[src/design/mtep_pkg.sv]
package mtep_pkg;

   // Byte role codes shown on the result channel
   localparam logic [2:0] ROLE_DELTA   = 3'd0;
   localparam logic [2:0] ROLE_STATUS  = 3'd1;
   localparam logic [2:0] ROLE_CHAN    = 3'd2;
   localparam logic [2:0] ROLE_MTYPE   = 3'd3;
   localparam logic [2:0] ROLE_LENGTH  = 3'd4;
   localparam logic [2:0] ROLE_PAYLOAD = 3'd5;

   // Status codes and status nibbles with their own event layout
   localparam logic [7:0] STATUS_META  = 8'hFF;
   localparam logic [3:0] NIB_PROG     = 4'hC;
   localparam logic [3:0] NIB_CHPRESS  = 4'hD;
   localparam logic [3:0] NIB_SYSTEM   = 4'hF;

   // Variable-length quantity limits
   localparam int unsigned QTY_BITS   = 28;
   localparam logic [2:0] VLQ_MAX_BYTES = 3'd4;
   localparam logic [2:0] QCNT_SAT      = 3'd7;

   // Width of the packed result channel payload
   localparam int unsigned RSP_DATA_BITS = 56;

   // One input transaction
   typedef struct packed {
      logic       track_start;
      logic [7:0] stream_byte;
   } in_item_type;

   // One result transaction
   typedef struct packed {
      logic [2:0]  byte_role;
      logic [7:0]  event_status;
      logic [7:0]  meta_kind;
      logic [31:0] event_time;
      logic        used_running;
      logic        event_last;
      logic        empty_event_before;
      logic        vlq_too_long;
   } rsp_item_type;

endpackage

[src/design/mtep_in_reg.sv]
module mtep_in_reg (
   input  logic                 clock,
   input  logic                 reset,
   input  logic                 req_tvalid,
   output logic                 req_tready,
   input  mtep_pkg::in_item_type req_item,
   input  logic                 take,       // held item moves on this cycle
   output logic                 item_valid,
   output mtep_pkg::in_item_type item
);

   logic                  valid_ff;
   mtep_pkg::in_item_type item_ff;

   // Room when empty or when the held item leaves this cycle
   assign req_tready = !valid_ff || take;
   assign item_valid = valid_ff;
   assign item       = item_ff;

   always_ff @(posedge clock) begin
      if (reset) begin
         valid_ff <= 1'b0;
      end else if (req_tready) begin
         valid_ff <= req_tvalid;
      end
   end

   // Payload, no reset
   always_ff @(posedge clock) begin
      if (req_tvalid && req_tready) begin
         item_ff <= req_item;
      end
   end

endmodule

[src/design/mtep_parser.sv]
module mtep_parser #(
   parameter int unsigned TIME_BITS = 32
) (
   input  logic                  clock,
   input  logic                  reset,
   input  logic                  advance,   // item is parsed and its result loaded
   input  mtep_pkg::in_item_type item,
   output mtep_pkg::rsp_item_type result
);

   typedef enum logic [2:0] {
      PH_DELTA,
      PH_STATUS,
      PH_DATA,
      PH_MTYPE,
      PH_MLEN,
      PH_PAYLOAD,
      PH_XLEN
   } phase_type;

   localparam int unsigned QB = mtep_pkg::QTY_BITS;

   phase_type              phase_ff, phase_in, phase_mid;
   logic [7:0]             running_ff, running_in;
   logic [TIME_BITS-1:0]   time_ff, time_in;
   logic [QB-1:0]          qacc_ff, qacc_in;
   logic [2:0]             qcnt_ff, qcnt_in;
   logic [QB-1:0]          remain_ff, remain_in, remain_mid;
   logic [7:0]             status_ff, status_in;
   logic [7:0]             meta_ff, meta_in;
   logic                   used_ff, used_in;

   logic [7:0]             b;
   logic [QB-1:0]          vlq_acc;
   logic [2:0]             vlq_cnt;
   logic                   vlq_long;
   logic                   vlq_done;
   logic                   open_req;
   logic                   consumed;
   logic [7:0]             open_st;
   logic [QB-1:0]          rem_dec;
   logic [2:0]             role;
   logic                   last;
   logic                   empty;
   logic                   too_long;
   logic [63:0]            time_wide;

   assign b = item.stream_byte;

   // Quantity reader: next accumulator and byte count
   always_comb begin
      vlq_acc  = {qacc_ff[QB-8:0], b[6:0]};
      vlq_cnt  = (qcnt_ff < mtep_pkg::QCNT_SAT) ? qcnt_ff + 3'd1 : qcnt_ff;
      vlq_long = vlq_cnt > mtep_pkg::VLQ_MAX_BYTES;
      vlq_done = !b[7];
   end

   // Status handling, then per-phase byte handling
   always_comb begin
      running_in = running_ff;
      time_in    = time_ff;
      qacc_in    = qacc_ff;
      qcnt_in    = qcnt_ff;
      status_in  = status_ff;
      meta_in    = meta_ff;
      used_in    = used_ff;
      phase_mid  = phase_ff;
      remain_mid = remain_ff;
      open_req   = 1'b0;
      open_st    = '0;
      consumed   = 1'b0;
      role       = mtep_pkg::ROLE_DELTA;
      last       = 1'b0;
      empty      = 1'b0;
      too_long   = 1'b0;
      rem_dec    = '0;

      if (item.track_start) begin
         time_in    = '0;
         running_in = '0;
      end

      // Status expected: explicit, running, or none in force
      if (phase_ff == PH_STATUS) begin
         if (b[7]) begin
            used_in  = 1'b0;
            meta_in  = '0;
            open_req = 1'b1;
            open_st  = b;
            role     = mtep_pkg::ROLE_STATUS;
            consumed = 1'b1;
         end else if (!running_in[7]) begin
            status_in = '0;
            empty     = 1'b1;
            phase_mid = PH_DELTA;
         end else begin
            used_in  = 1'b1;
            meta_in  = '0;
            open_req = 1'b1;
            open_st  = running_in;
         end
      end

      // Open the event: layout follows the status
      if (open_req) begin
         status_in = open_st;
         if (open_st == mtep_pkg::STATUS_META) begin
            phase_mid = PH_MTYPE;
         end else begin
            running_in = open_st;
            case (open_st[7:4])
               mtep_pkg::NIB_PROG, mtep_pkg::NIB_CHPRESS: begin
                  remain_mid = QB'(1);
                  phase_mid  = PH_DATA;
               end
               mtep_pkg::NIB_SYSTEM: begin
                  phase_mid = PH_XLEN;
               end
               default: begin
                  remain_mid = QB'(2);
                  phase_mid  = PH_DATA;
               end
            endcase
         end
      end

      phase_in  = phase_mid;
      remain_in = remain_mid;

      if (!consumed) begin
         unique case (phase_mid)
            PH_DATA, PH_PAYLOAD: begin
               role = (phase_mid == PH_DATA) ? mtep_pkg::ROLE_CHAN : mtep_pkg::ROLE_PAYLOAD;
               rem_dec   = remain_mid - QB'(remain_mid != '0);
               remain_in = rem_dec;
               if (rem_dec == '0) begin
                  last     = 1'b1;
                  phase_in = PH_DELTA;
               end
            end
            PH_MTYPE: begin
               role     = mtep_pkg::ROLE_MTYPE;
               meta_in  = b;
               phase_in = PH_MLEN;
            end
            PH_MLEN, PH_XLEN: begin
               role     = mtep_pkg::ROLE_LENGTH;
               too_long = vlq_long;
               if (vlq_done) begin
                  qacc_in   = '0;
                  qcnt_in   = '0;
                  remain_in = vlq_acc;
                  if (vlq_acc == '0) begin
                     last     = 1'b1;
                     phase_in = PH_DELTA;
                  end else begin
                     phase_in = PH_PAYLOAD;
                  end
               end else begin
                  qacc_in = vlq_acc;
                  qcnt_in = vlq_cnt;
               end
            end
            default: begin
               // Delta time byte
               role      = mtep_pkg::ROLE_DELTA;
               phase_in  = PH_DELTA;
               status_in = '0;
               meta_in   = '0;
               used_in   = 1'b0;
               too_long  = vlq_long;
               if (vlq_done) begin
                  qacc_in  = '0;
                  qcnt_in  = '0;
                  time_in  = time_in + TIME_BITS'(vlq_acc);
                  phase_in = PH_STATUS;
               end else begin
                  qacc_in = vlq_acc;
                  qcnt_in = vlq_cnt;
               end
            end
         endcase
      end
   end

   // Result of the byte now at the input register
   always_comb begin
      time_wide                 = 64'(time_in);
      result.byte_role          = role;
      result.event_status       = status_in;
      result.meta_kind          = meta_in;
      result.event_time         = time_wide[31:0];
      result.used_running       = used_in;
      result.event_last         = last;
      result.empty_event_before = empty;
      result.vlq_too_long       = too_long;
   end

   // Parse state, updated once per transaction
   always_ff @(posedge clock) begin
      if (reset) begin
         phase_ff   <= PH_DELTA;
         running_ff <= '0;
         time_ff    <= '0;
         qacc_ff    <= '0;
         qcnt_ff    <= '0;
         remain_ff  <= '0;
         status_ff  <= '0;
         meta_ff    <= '0;
         used_ff    <= 1'b0;
      end else if (advance) begin
         phase_ff   <= phase_in;
         running_ff <= running_in;
         time_ff    <= time_in;
         qacc_ff    <= qacc_in;
         qcnt_ff    <= qcnt_in;
         remain_ff  <= remain_in;
         status_ff  <= status_in;
         meta_ff    <= meta_in;
         used_ff    <= used_in;
      end
   end

endmodule

[src/design/mtep_out_reg.sv]
module mtep_out_reg (
   input  logic                   clock,
   input  logic                   reset,
   input  logic                   load,      // new result this cycle
   input  mtep_pkg::rsp_item_type result,
   output logic                   room,      // register free or being emptied
   output logic                   rsp_tvalid,
   input  logic                   rsp_tready,
   output mtep_pkg::rsp_item_type rsp_item
);

   logic                   valid_ff;
   mtep_pkg::rsp_item_type item_ff;

   assign room       = !valid_ff || rsp_tready;
   assign rsp_tvalid = valid_ff;
   assign rsp_item   = item_ff;

   always_ff @(posedge clock) begin
      if (reset) begin
         valid_ff <= 1'b0;
      end else if (room) begin
         valid_ff <= load;
      end
   end

   // Payload, no reset
   always_ff @(posedge clock) begin
      if (load) begin
         item_ff <= result;
      end
   end

endmodule

[src/design/midi_track_event_parser_top.sv]
// Channel  Ports             Direction  Contents
// req      req_t*            in         one track byte and its track start flag
// rsp      rsp_t*            out        the byte's role, event status, meta type, time, flags
//
// One byte per cycle sustained while results are taken. A byte is held in the input
// register; its parse is one pass of logic into the result register, including the
// delta add into the tick time, and the result is offered from that register.
// Synchronous active-high reset empties both registers and returns the parser
// to expecting a delta time, with time and running status at zero.
// A stalled result holds in the result register; the input register then takes at
// most one byte, and the input channel stalls until the result is taken.
module midi_track_event_parser_top #(
   parameter int unsigned TIME_BITS = 32
) (
   input  logic        clock,
   input  logic        reset,
   input  logic        req_tvalid,
   output logic        req_tready,
   input  logic [7:0]  req_tdata,   // [7:0] stream_byte
   input  logic        req_tuser,   // [0] track_start
   output logic        rsp_tvalid,
   input  logic        rsp_tready,
   output logic [55:0] rsp_tdata,   // [7:0] event_status, [15:8] meta_kind,
                                    // [47:16] event_time, [48] used_running,
                                    // [49] empty_event_before, [50] vlq_too_long
   output logic [2:0]  rsp_tuser,   // [2:0] byte_role
   output logic        rsp_tlast    // event_last
);

   mtep_pkg::in_item_type  req_item;
   mtep_pkg::in_item_type  item;
   mtep_pkg::rsp_item_type result;
   mtep_pkg::rsp_item_type rsp_item;
   logic                   item_valid;
   logic                   room;
   logic                   advance;

   assign req_item.stream_byte = req_tdata;
   assign req_item.track_start = req_tuser;

   // A byte is parsed when it is held and the result register has room
   assign advance = item_valid && room;

   mtep_in_reg u_in_reg (
      .clock      (clock),
      .reset      (reset),
      .req_tvalid (req_tvalid),
      .req_tready (req_tready),
      .req_item   (req_item),
      .take       (advance),
      .item_valid (item_valid),
      .item       (item)
   );

   mtep_parser #(
      .TIME_BITS (TIME_BITS)
   ) u_parser (
      .clock   (clock),
      .reset   (reset),
      .advance (advance),
      .item    (item),
      .result  (result)
   );

   mtep_out_reg u_out_reg (
      .clock      (clock),
      .reset      (reset),
      .load       (advance),
      .result     (result),
      .room       (room),
      .rsp_tvalid (rsp_tvalid),
      .rsp_tready (rsp_tready),
      .rsp_item   (rsp_item)
   );

   // Pack the result transaction
   assign rsp_tdata = {
      5'b0,
      rsp_item.vlq_too_long,
      rsp_item.empty_event_before,
      rsp_item.used_running,
      rsp_item.event_time,
      rsp_item.meta_kind,
      rsp_item.event_status
   };
   assign rsp_tuser = rsp_item.byte_role;
   assign rsp_tlast = rsp_item.event_last;

endmodule

[config.mk]
export PLATFORM = sky130hd
export DESIGN_NAME = midi_track_event_parser_top
export DESIGN_NICKNAME = d
export VERILOG_FILES = /design/src/design/mtep_pkg.sv /design/src/design/mtep_in_reg.sv /design/src/design/mtep_parser.sv /design/src/design/mtep_out_reg.sv /design/src/design/midi_track_event_parser_top.sv
export SDC_FILE = /design/constraint.sdc
export NUM_CORES = 1
export LEC_CHECK = 0
export ABC_AREA = 1
export BUFFER_PORTS_ARGS = -buffer_cell sky130_fd_sc_hd__buf_2
export CORE_MARGIN = 2
export CORE_UTILIZATION = 35
export CTS_CLUSTER_DIAMETER = 50
export DETAILED_ROUTE_END_ITERATION = 10
export PLACE_DENSITY = 0.6
export SLEW_MARGIN = 20
export SYNTH_ARGS = -nofsm -noshare
export SYNTH_HDL_FRONTEND = slang
export SYNTH_SLANG_ARGS = --single-unit
[constraint.sdc]
create_clock -name clock -period 6.9 [get_ports clock]
set_input_delay 0.345 -clock clock [delete_from_list [all_inputs] [get_ports clock]]
set_output_delay 0.345 -clock clock [all_outputs]
set_load 0.01 [all_outputs]
==> metrics.md, run 1 <==
| Metric | Value |
|---|---|
| Post-Synthesis Cell Area | 10900 um2 |
| Hold Path Class | input pin to flop |
| Initial DRC count | 826 |
| Commonest cells in the netlist | nand2_1 (292), a21oi_1 (197), inv_1 (188) |
| Final-report setup violation count | 0 |
| Most common cell in the synthesized netlist | nand2_1 |
| Number of H-tree levels | 4 |
| Crit Path Max Fanout | 52 |
| Initial antenna violation count | 0 |
| IO Pins | 75 |
| Pwr Density | 246 nW/um2 |
| Seq cells post-synth | 178 |
| Die Y | 181 um |
| Vias in the first global route | 9450 |
| Synth warn | 0 |
| Ratio of final minimum period to clock period | 75.6% |
| First-pass GRT wire length | 50800 um |
| Crit path to | u_parser.phase_ff[1]$_SDFFE_PP0P_ |
| Worst setup EP type | flop |
| Synth-to-Final Area Change | 9.81% |
| Max Root-Sink Buffers | 2 |
| Max-cap violations | 0 |
| Die area | 32600 um2 |
| Lkg Pwr | 5.43 nW |
| Vias per std cell | 5.22 |
| GP Congestion | 0.922 |
| Post-Syn Area per Cell | 7.14 um2 |
| Sequential cell area fraction in the yosys report | 38.5% |
| Synth top area share | 20.9% |
| Post-CTS Setup Bufs | 0 |
| Worst skew pair latency | 0.45 ns |
| Slowest stage delay, CP | 0.80 ns |
| Normalized max-slew margin | 30.6% |
| Achievable frequency | 192 MHz |
| Die width | 181 um |
| RR Endpoint | u_parser.phase_ff[1]$_SDFFE_PP0P_ |
| Total grt overflow | 0 |
| Critical path origin | u_in_reg.item[7]$_DFFE_PP_ |
| CORE AREA | 30700 um2 |
| Crit path required time | 7.24 ns |
| Reg2Reg Depth | 27 |
| Worst Max-Slew Pin Slew | 1.04 ns |
| Share of cells above drive strength 1 | 10.0% |
| Setup Skew | 0.0151 ns |
| Worst path arrival time | 5.55 ns |
| Final antenna-violating net count | 0 |
| Starting Density | 35.6% |
| Post-synth ARST share | 0% |
| CTS tree | yes |
| Final hold vios | 0 |
| Worst-path clk slew | 0.07 ns |
| Cts-stage hold buffer count | 0 |
| Primary FF master, synth | dfxtp_1 |
| CTS Buf Count | 17 |
| Peak VDD IR | 189 uV |
| Nets@finish | 1592 |
| Setup Crit Path Kind | flop to flop |
| R2r setup slk | 1.68 ns |
| IO Port Bufs | 69 |
| Router iterations before antenna repair | 5 |
| Top cells by area, synth | dfxtp_1 (21%), edfxtp_1 (18%), nand2_1 (10%) |
| Slew Limit Fails | 0 |
| PostCTS Resize Cnt | 0 |
| Mapped Cells | 1529 |
| Min Tclk post-route | 5.22 ns |
| CP startpoint kind | flop |
| Post-synth EDFFs | 64 |
| Routed wire length | 31500 um |
| Vias | 10200 |
| Drt drc | 0 |
| Unique masters post-synth | 52 |
| R2r startpoint | u_in_reg.item[7]$_DFFE_PP_ |
| Worst path most repeated cell | nand2_1 |
| Clk sinks | 178 |
| Avg WL per Cell | 16.1 um |
| Final Util | 39.1% |
| RSZ-0062 raised after global routing | false |
| Num rows | 64 |
| Ant diodes | 0 |
| Cell taking the most area after synthesis | dfxtp_1 |
| Fillers | 3220 |
| Clk root buf | clkbuf_16 |
| Gr usage total | 19.2% |
| Status | completed |
| Setup TNS | 0 ns |
| Critical path's slowest cell | clkinv_1 |
| Largest net degree at the start of global routing | 95 |
| Post-DP HPWL | 22000 um |
==> worst max-delay path, delay by kind of cell, from the launching register on <==
family / cells / cell delay (ns)
buffers and inverters: 2 / 0.83
DFF: 1 / 0.35
adders and majority gates: 2 / 0.36
AOI/OAI and AO/OA: 1 / 0.24
and+or+nand+nor: 22 / 3.28
==> cell usage in the layout (no fill, tap or decap), drive strengths merged, types with 3 or more instances in the layout <==
| master | n |
|---|---|
| nor2 | 167 |
| nand2 | 304 |
| edfxtp | 64 |
| nand3 | 72 |
| a211oi | 8 |
| a21oi | 198 |
| o21a | 3 |
| a31oi | 13 |
| clkbuf | 18 |
| xnor2 | 11 |
| nor4 | 6 |
| nand4 | 13 |
| o21ai | 155 |
| o211ai | 14 |
| nor3 | 10 |
| o21bai | 3 |
| o31ai | 10 |
| a21o | 3 |
| ha | 31 |
| dfxtp | 114 |
| inv | 202 |
| o221ai | 4 |
| clkinv | 9 |
| conb | 5 |
| xor2 | 19 |
| o41ai | 15 |
| buf | 75 |
==> how the worst min path moves through the flow <==
stage	startpoint	cells after the start	end	slack (ns)
finish	req_tuser	1	u_in_reg.item[8]$_DFFE_PP_	0.08
global route	req_tdata[3]	1	u_in_reg.item[3]$_DFFE_PP_	0.06
CTS	req_tdata[4]	1	u_in_reg.item[4]$_DFFE_PP_	0.07
detailed placement	u_parser.remain_ff[1]$_SDFFE_PP0P_	2	u_parser.remain_ff[1]$_SDFFE_PP0P_	0.46
global placement	u_parser.remain_ff[27]$_SDFFE_PP0P_	2	u_parser.remain_ff[27]$_SDFFE_PP0P_	0.46
floorplan	req_tdata[0]	0	u_in_reg.item[0]$_DFFE_PP_	0.44
==> area by class of cell <==
class / count / area (um2) / area share (%)
flip-flops and latches: 178 / 4200 / 35.1
repair buffers: 75 / 394 / 3.29
inverters: 199 / 753 / 6.28
well taps: 396 / 495 / 4.13
multi-input cells: 1076 / 5580 / 46.5
clock inverters: 14 / 128 / 1.06
clock buffers: 18 / 439 / 3.66
==> state kept, by name, indices dropped and copies added, names as in the netlist, 3 cells and up <==
name,flops
u_out_reg.rsp_item,55
u_parser.meta_ff,8
u_parser.qcnt_ff,3
u_in_reg.item,9
u_parser.phase_ff,3
u_parser.remain_ff,28
u_parser.time_ff,32
u_parser.running_ff,8
u_parser.status_ff,8
u_parser.qacc_ff,21
==> metal layers <==
metal	wire (um)	GRT usage (%)
met1	15000	26.4
met2	14100	30.5
met3	1540	3.56
met4	810	6.00
met5	0	0
==> stage by stage <==
step	std cells	setup WS, ns	cell area (um2)	power (mW)	hold WS (ns)
after floorplan	1533	3.38	10900	1.81	0.444
after global placement	1924	2.16	11400	2.00	0.456
after detailed placement	1924	2.01	11400	2.00	0.457
after CTS	1956	1.99	12000	2.95	0.0676
after global routing	1956	1.09	12000	3.11	0.0622
final	1956	1.68	12000	2.95	0.0755
==> kinds of logic (layout without fill, tap and decap cells) <==
kind of cell,Yosys count,after routing,share of synthesized area (%)
buf+inv,279,306,10.6
simple gates,575,575,22.6
xor+xnor,30,30,2.41
mux,1,1,0.0917
fa+ha+maj,32,32,3.74
flops,178,178,38.5
other cells,1,5,0.0343
compound gates,433,433,22.0
==> power by group <==
group | internal, mW | switching [mW]
clock network | 0.484 | 0.470
logic | 0.241 | 0.548
registers | 1.16 | 0.0436
total | 1.88 | 1.06
Note: power is estimated with default switching activity, not from simulation.
==> run 2, diff against run 1 <==
- clock period: 6.9 -> 5.1 ns (I/O delays scaled with it)
==> metrics.md, run 2 (synthesized netlist as in run 1, its figures left out) <==
| Metric | Value |
|---|---|
| Status | completed |
| Largest net degree at the start of global routing | 95 (unchanged) |
| Clk sinks | 178 (unchanged) |
| IO Port Bufs | 69 (unchanged) |
| Hold slack | 0.0166 ns (-0.0590 ns) |
| Avg WL per Cell | 15.9 um (-1.2%) |
| Vias per std cell | 5.23 (+0.29%) |
| Post-CTS Setup Bufs | 0 (unchanged) |
| First-pass GRT wire length | 51200 um (+0.71%) |
| RR Endpoint | u_parser.phase_ff[1]$_SDFFE_PP0P_ |
| Initial DRC count | 843 (+2.1%) |
| Achievable frequency | 224 MHz (+17%) |
| Post-DP HPWL | 22000 um (+0.15%) |
| Crit path to | u_parser.phase_ff[1]$_SDFFE_PP0P_ |
| Setup TNS | 0 ns (unchanged) |
| Clk root buf | clkbuf_16 |
| Gr usage total | 19.2% (-0.037 points) |
| Final Util | 39.5% (+0.45 points) |
| Share of cells above drive strength 1 | 10.3% (+0.25 points) |
| Max reg flops | 55 (unchanged) |
| Die area | 32600 um2 (unchanged) |
| Routed wire length | 31200 um (-0.74%) |
| Setup Skew | 0.0209 ns (+0.00589 ns) |
| RSZ-0062 raised after global routing | false |
| Max-cap violations | 0 (unchanged) |
| Final hold vios | 0 (unchanged) |
| CP startpoint kind | flop |
| Normalized max-slew margin | 26.5% (-4.1 points) |
| Num rows | 64 (unchanged) |
| Initial antenna violation count | 0 (unchanged) |
| IO Pins | 75 (unchanged) |
| Setup Crit Path Kind | flop to flop |
| Lkg Pwr | 5.51 nW (+1.3%) |
| Vias in the first global route | 9617 (+1.8%) |
| Max Root-Sink Buffers | 2 (unchanged) |
| Starting Density | 35.6% (unchanged) |
| Post-DP Area | 11500 um2 (+0.26%) |
| Ant diodes | 0 (unchanged) |
| Non-Filler Instances | 1966 (+0.51%) |
| GP Congestion | 0.936 (+1.5%) |
| Worst path arrival time | 4.81 ns (-0.74 ns) |
| Finished Cell Area | 12100 um2 (+1.1%) |
| Final antenna-violating net count | 0 (unchanged) |
| Slew Limit Fails | 0 (unchanged) |
| Drt drc | 0 (unchanged) |
| Vias | 10300 (+0.80%) |
| Crit path required time | 5.44 ns (-1.80 ns) |
| Final-report setup violation count | 0 (unchanged) |
| Peak VDD IR | 193 uV (+2.1%) |
| Worst skew pair latency | 0.45 ns (about the same) |
| Worst-path clk slew | 0.07 ns (about the same) |
| R2r startpoint | u_in_reg.item[7]$_DFFE_PP_ |
| CTS tree | yes |
| Die width | 181 um (unchanged) |
| Total grt overflow | 0 (unchanged) |
| R2r setup slk | 0.64 ns (-1.05 ns) |
| Most common cell after layout, fill and taps aside | nand2_1 |
| Crit Path Max Fanout | 52 (unchanged) |
| Most frequent cells in the layout | nand2_1 (291), a21oi_1 (197), inv_1 (188), nor2_1 (150), o21ai_0 (115) |
| Reg2Reg Depth | 27 (unchanged) |
| Worst Max-Slew Pin Slew | 1.10 ns (+0.0675 ns) |
| Placed cells | 1928 (+0.21%) |
| CTS Buf Count | 17 (unchanged) |
| Nets@finish | 1602 (+0.63%) |
| Die Y | 181 um (unchanged) |
| Pwr Density | 335 nW/um2 (+36%) |
| Synth-to-Final Area Change | 11.1% |
| Worst setup EP type | flop |
| Hold Path Class | input pin to flop |
| Number of H-tree levels | 4 (unchanged) |
| Router iterations before antenna repair | 5 (unchanged) |
| CORE AREA | 30700 um2 (unchanged) |
| Min Tclk post-route | 4.46 ns (-0.750 ns) |
| Critical path origin | u_in_reg.item[7]$_DFFE_PP_ |
| Ratio of final minimum period to clock period | 87.5% (+12 points) |
## run 2: final cells by class
class | instances | area [um2]
Timing Repair Buffer | 85 | 480
Inverter | 199 | 753
Multi-Input combinational cell | 1076 | 5590
Clock buffer | 17 | 425
Clock inverter | 15 | 184
Sequential cell | 178 | 4200
Tap cell | 396 | 495
Fill cell | 3216 | 18500
## run 2: worst min-delay path by stage
stage,slack (ns),start,cells after the start,end
after floorplan,0.35,req_tdata[0],0,u_in_reg.item[0]$_DFFE_PP_
after CTS,0.02,req_tdata[6],1,u_in_reg.item[6]$_DFFE_PP_
after detailed placement,0.43,req_tdata[1],1,u_in_reg.item[1]$_DFFE_PP_
after global placement,0.44,req_tdata[3],1,u_in_reg.item[3]$_DFFE_PP_
after global routing,0.02,req_tdata[6],1,u_in_reg.item[6]$_DFFE_PP_
final,0.02,req_tdata[6],1,u_in_reg.item[6]$_DFFE_PP_
## run 2: report_power, final
part           internal (mW)  total (mW)  leakage (nW)  switching (mW)
logic                  0.332        1.06          3.66           0.726
clock network          0.705        1.38         0.298           0.670
registers               1.57        1.63          1.55          0.0586
## run 2: critical path, stage by stage (launching register included)
cell      delay [ns]
edfxtp_1        0.64
inv_1           0.22
nand2_2         0.16
nand2_4         0.09
nor2_4          0.20
nand2_2         0.14
nand2_8         0.26
o21ai_0         0.19
nand2_1         0.14
nor2_1          0.09
nand3_1         0.10
ha_1            0.16
ha_1            0.19
nand3_1         0.14
nor2_2          0.27
nand2_1         0.16
nor2_1          0.22
nand2_1         0.07
nand2_1         0.06
nand2_1         0.06
nor2_1          0.12
nand2_1         0.07
nor2_1          0.12
nand3_2         0.15
nand2_1         0.09
nand4_1         0.07
nand2_1         0.09
inv_1           0.04
## run 2: layer usage
layer / GRT usage [%] / vias up / share of wire (%)
li1: - / 5169 / -
met1: 26.4 / 4795 / 47
met2: 31.1 / 278 / 46
met3: 2.38 / 43 / 4.9
met4: 6.32 / 0 / 2.3
met5: 0 / - / 0
## run 2: metrics by stage
| stage | power [mW] | setup WS [ns] |
|---|---|---|
| final | 4.06 | 0.635 |
| after global routing | 4.30 | 0.188 |
| after CTS | 4.08 | 0.504 |
| after detailed placement | 2.70 | 0.511 |
| after global placement | 2.70 | 0.674 |
| after floorplan | 2.45 | 1.58 |
## run 2: repair_timing
item | in CTS | in global routing
hold buffers | 6 | 0
hold endpoints to repair | 6 | 0
resized for setup | 0 | 1
endpoints found under the setup margin | 0 | 2
==> run 3, diff against run 2 <==
- CORE_MARGIN: 2 -> default
- MAX_ROUTING_LAYER: default -> met4
- SYNTH_HIERARCHICAL: default -> 1
==> metrics.md, run 3 <==
| Metric | Value |
|---|---|
| Status | completed |
| R2r setup slk | 0.65 ns (+0.02 ns) |
| CTS tree | yes |
| Worst setup EP type | flop |
| Clk root buf | clkbuf_16 |
| Setup Crit Path Kind | flop to flop |
| Max reg flops | 55 (unchanged) |
| Power Total | 3.87 mW (-4.7%) |
| GP Congestion | 0.940 (+0.40%) |
| Worst-path clk slew | 0.07 ns (about the same) |
| Synth top area share | 20.9% (about the same) |
| Post-CTS Setup Bufs | 0 (unchanged) |
| Worst path arrival time | 4.74 ns (-0.07 ns) |
| Post-DP Area | 11400 um2 (-0.42%) |
| Finished Cell Area | 12000 um2 (-0.76%) |
| Lkg Pwr | 5.48 nW (-0.39%) |
| Total grt overflow | 0 (unchanged) |
| Worst skew pair latency | 0.45 ns (about the same) |
| Drt drc | 0 (unchanged) |
| Flop pwr share | 42.9% (+2.8 points) |
| Starting Density | 35.6% (about the same) |
| Die width | 179 um (-1.1%) |
| Ant diodes | 0 (unchanged) |
| Cell taking the most area after synthesis | dfxtp_1 |
| Setup Skew | 0.0156 ns (-0.00539 ns) |
| Combinational power share | 23.3% (-2.8 points) |
| Achievable frequency | 225 MHz (+0.45%) |
| Commonest cells in the netlist | nand2_1 (327), inv_1 (187), a21oi_1 (150) |
| Router iterations before antenna repair | 5 (unchanged) |
| Sequential cell area fraction in the yosys report | 38.5% (about the same) |
| Hold Path Class | input pin to flop |
| Share of cells above drive strength 1 | 11.5% (+1.2 points) |
| Vias per std cell | 5.22 (-0.12%) |
| Final hold vios | 0 (unchanged) |
| Peak VDD IR | 251 uV (+30%) |
| RSZ-0062 raised after global routing | false |
| CORE AREA | 30700 um2 (unchanged) |
| Die area | 31900 um2 (-2.1%) |
| Net Switching | 1.36 mW (-6.2%) |
| Synth-to-Final Area Change | 10.1% |
| Max-cap violations | 0 (unchanged) |
| Hold Path Depth | 1 (unchanged) |
| Post-synth EDFFs | 64 (unchanged) |
| Vias | 10200 (-1.1%) |
| Primary FF master, synth | dfxtp_1 |
| Most common cell after layout, fill and taps aside | nand2_1 |
| Pwr Density | 322 nW/um2 (-3.9%) |
| Avg WL per Cell | 16.4 um (+3.5%) |
| Max Root-Sink Buffers | 2 (unchanged) |
| Nets@finish | 1583 (-1.2%) |
| CP startpoint kind | flop |
| Largest net degree at the start of global routing | 93 (-2.1%) |
| Net switching share of the total power | 35.2% (-0.60 points) |
| Normalized max-slew margin | 33.6% (+7.1 points) |
| Synth warn | 6 (+6) |
| Crit path required time | 5.40 ns (-0.04 ns) |
| Post-DP HPWL | 22400 um (+1.8%) |
| Gr usage total | 21.0% (+1.9 points) |
| Setup TNS | 0 ns (unchanged) |
| R2r startpoint | u_in_reg/item[8]$_DFFE_PP_ |
| Worst Max-Slew Pin Slew | 0.996 ns (-0.106 ns) |
| Reg2Reg Depth | 26 (-3.7%) |
| Routed wire length | 32000 um (+2.5%) |
| Setup ws final | 0.655 ns (+0.0199 ns) |
| Post-Syn Area per Cell | 7.25 um2 (+1.5%) |
| Min Tclk post-route | 4.45 ns (-0.0199 ns) |
| Post-Synthesis Cell Area | 10900 um2 (about the same) |
| Initial antenna violation count | 0 (unchanged) |
| Post-place setup slack | 0.732 ns (+0.220 ns) |
| Num rows | 64 (unchanged) |
| Seq cells post-synth | 178 (unchanged) |
| Final-report setup violation count | 0 (unchanged) |
| Most frequent cells in the layout | nand2_1 (327), inv_1 (186), a21oi_1 (150), o21ai_0 (139), nor2_1 (134) |
| RR Endpoint | u_parser/phase_ff[1]$_SDFFE_PP0P_ |
| Reg area | 4200 um2 (unchanged) |
| First-pass GRT wire length | 50700 um (-0.88%) |
| Final antenna-violating net count | 0 (unchanged) |
| Top cells by area, synth | dfxtp_1 (21%), edfxtp_1 (18%), nand2_1 (11%) |
| IO Port Bufs | 69 (unchanged) |
| Hold worst-path end | u_in_reg/item[5]$_DFFE_PP_ |
| Clk sinks | 178 (unchanged) |
| CTS Buf Count | 17 (unchanged) |
| Internal power | 2.51 mW (-3.8%) |
| Post-synth ARST share | 0% (unchanged) |
| IO Pins | 75 (unchanged) |
| Unique masters post-synth | 60 (+15%) |
| Most common cell in the synthesized netlist | nand2_1 |
| Hold Crit Start | req_tdata[5] |
| Slew Limit Fails | 0 (unchanged) |
| Number of H-tree levels | 4 (unchanged) |
| Vias in the first global route | 9192 (-4.4%) |
| Crit Path Max Fanout | 60 (+15%) |
| Fillers | 3249 (+1.0%) |
| Die Y | 179 um (-1.1%) |
| Mapped Cells | 1508 (-1.4%) |
| Initial DRC count | 1062 (+26%) |
| Clock Power Share | 33.9% (about the same) |
| Ratio of final minimum period to clock period | 87.2% (-0.39 points) |
| Area of the multi-input gates | 5520 um2 (-1.2%) |
==> run 3: changes by cell type in the layout (fill, tap and decap cells not counted), moves of 8 or more <==
cell      delta
a21oi_1     -47
nand2_1     +36
o21ai_0     +24
nand3_1     -22
o21ai_1     -17
nor2_1      -16
o22ai_1     +13
a22oi_1     +11
o211ai_1     -8
o31ai_1      -8
==> run 3: worst max-delay path by stage <==
stage | startpoint | to | slack [ns] | cells past startpoint
floorplan | u_in_reg/item[7]$_DFFE_PP_ | u_out_reg/rsp_item[2]$_DFFE_PP_ | 1.50 | 29
global placement | u_in_reg/item[8]$_DFFE_PP_ | u_parser/phase_ff[1]$_SDFFE_PP0P_ | 0.82 | 28
detailed placement | u_in_reg/item[8]$_DFFE_PP_ | u_parser/phase_ff[1]$_SDFFE_PP0P_ | 0.73 | 26
CTS | u_in_reg/item[8]$_DFFE_PP_ | u_parser/phase_ff[1]$_SDFFE_PP0P_ | 0.72 | 26
global route | u_in_reg/item[8]$_DFFE_PP_ | u_parser/phase_ff[1]$_SDFFE_PP0P_ | 0.15 | 26
finish | u_in_reg/item[8]$_DFFE_PP_ | u_parser/phase_ff[1]$_SDFFE_PP0P_ | 0.65 | 26
==> run 3: stage by stage <==
step / instances / hold WS (ns) / utilization (%)
2_1_floorplan: 1512 / 0.317 / -
3_3_place_gp: 1909 / 0.436 / 37.2
3_5_place_dp: 1909 / 0.433 / 37.2
4_1_cts: 1947 / 0.00651 / 39.2
5_1_grt: 1947 / 0.00876 / 39.2
6_report: 1947 / 0.0277 / 39.2
==> run 3: area by class of cell <==
cell class	instances	area share, %
sequential	178	34.9
clock buffer	17	3.53
inverter	204	6.46
timing repair buffer	83	3.87
tap	396	4.12
multi-input combinational	1054	45.9
clock inverter	15	1.23
==> run 3: cells by family after synthesis <==
kind of cell,share of synthesized area (%)
AOI/OAI and AO/OA,22.0
xor gates and xnor gates,2.16
adders and majority gates,3.73
other,0.0343
buffers and inverters,11.2
DFF,38.5
and+or+nand+nor,22.2
muxes,0.286
==> run 3: repair_timing <==
item / in CTS / in global routing
hold buffers: 6 / 0
setup endpoints to repair: 0 / 0
gates resized for setup: 0 / 0
endpoints found under the hold margin: 6 / 0
==> run 3: power groups by stage <==
stage	Clock, mW	Combinational (mW)	Sequential (mW)
floorplan	0	0.672	1.68
CTS	1.34	0.894	1.66
detailed placement	0	0.887	1.69
global placement	0	0.882	1.69
finish	1.31	0.901	1.66
global route	1.39	1.01	1.67
==> run 3: critical path: stages, from the launching register on <==
cell      delay [ns]
edfxtp_1        0.43
inv_4           0.26
nand3_1         0.11
nand2_1         0.07
nand3_1         0.12
nor2_2          0.17
nand2_4         0.08
nand2_4         0.45
nand2_1         0.26
nand2_1         0.17
nor4_1          0.06
nand4_1         0.10
ha_1            0.17
ha_1            0.24
nand2_1         0.23
nor2_2          0.26
nand2_1         0.14
nor2_2          0.14
nand2_1         0.07
nand2_1         0.10
nand3_1         0.08
nor2_1          0.14
nand3_2         0.15
nand2_1         0.09
nand2_1         0.05
nand2_1         0.05
a21oi_1         0.07
==> run 3: routing by layer <==
| metal | up-vias | global-route usage [%] | wire [um] |
|---|---|---|---|
| li1 | 5100 | - | - |
| met1 | 4694 | 29.2 | 15400 |
| met2 | 338 | 31.8 | 14100 |
| met3 | 41 | 3.24 | 1990 |
| met4 | 0 | 5.23 | 514 |
| met5 | - | - | 0 |
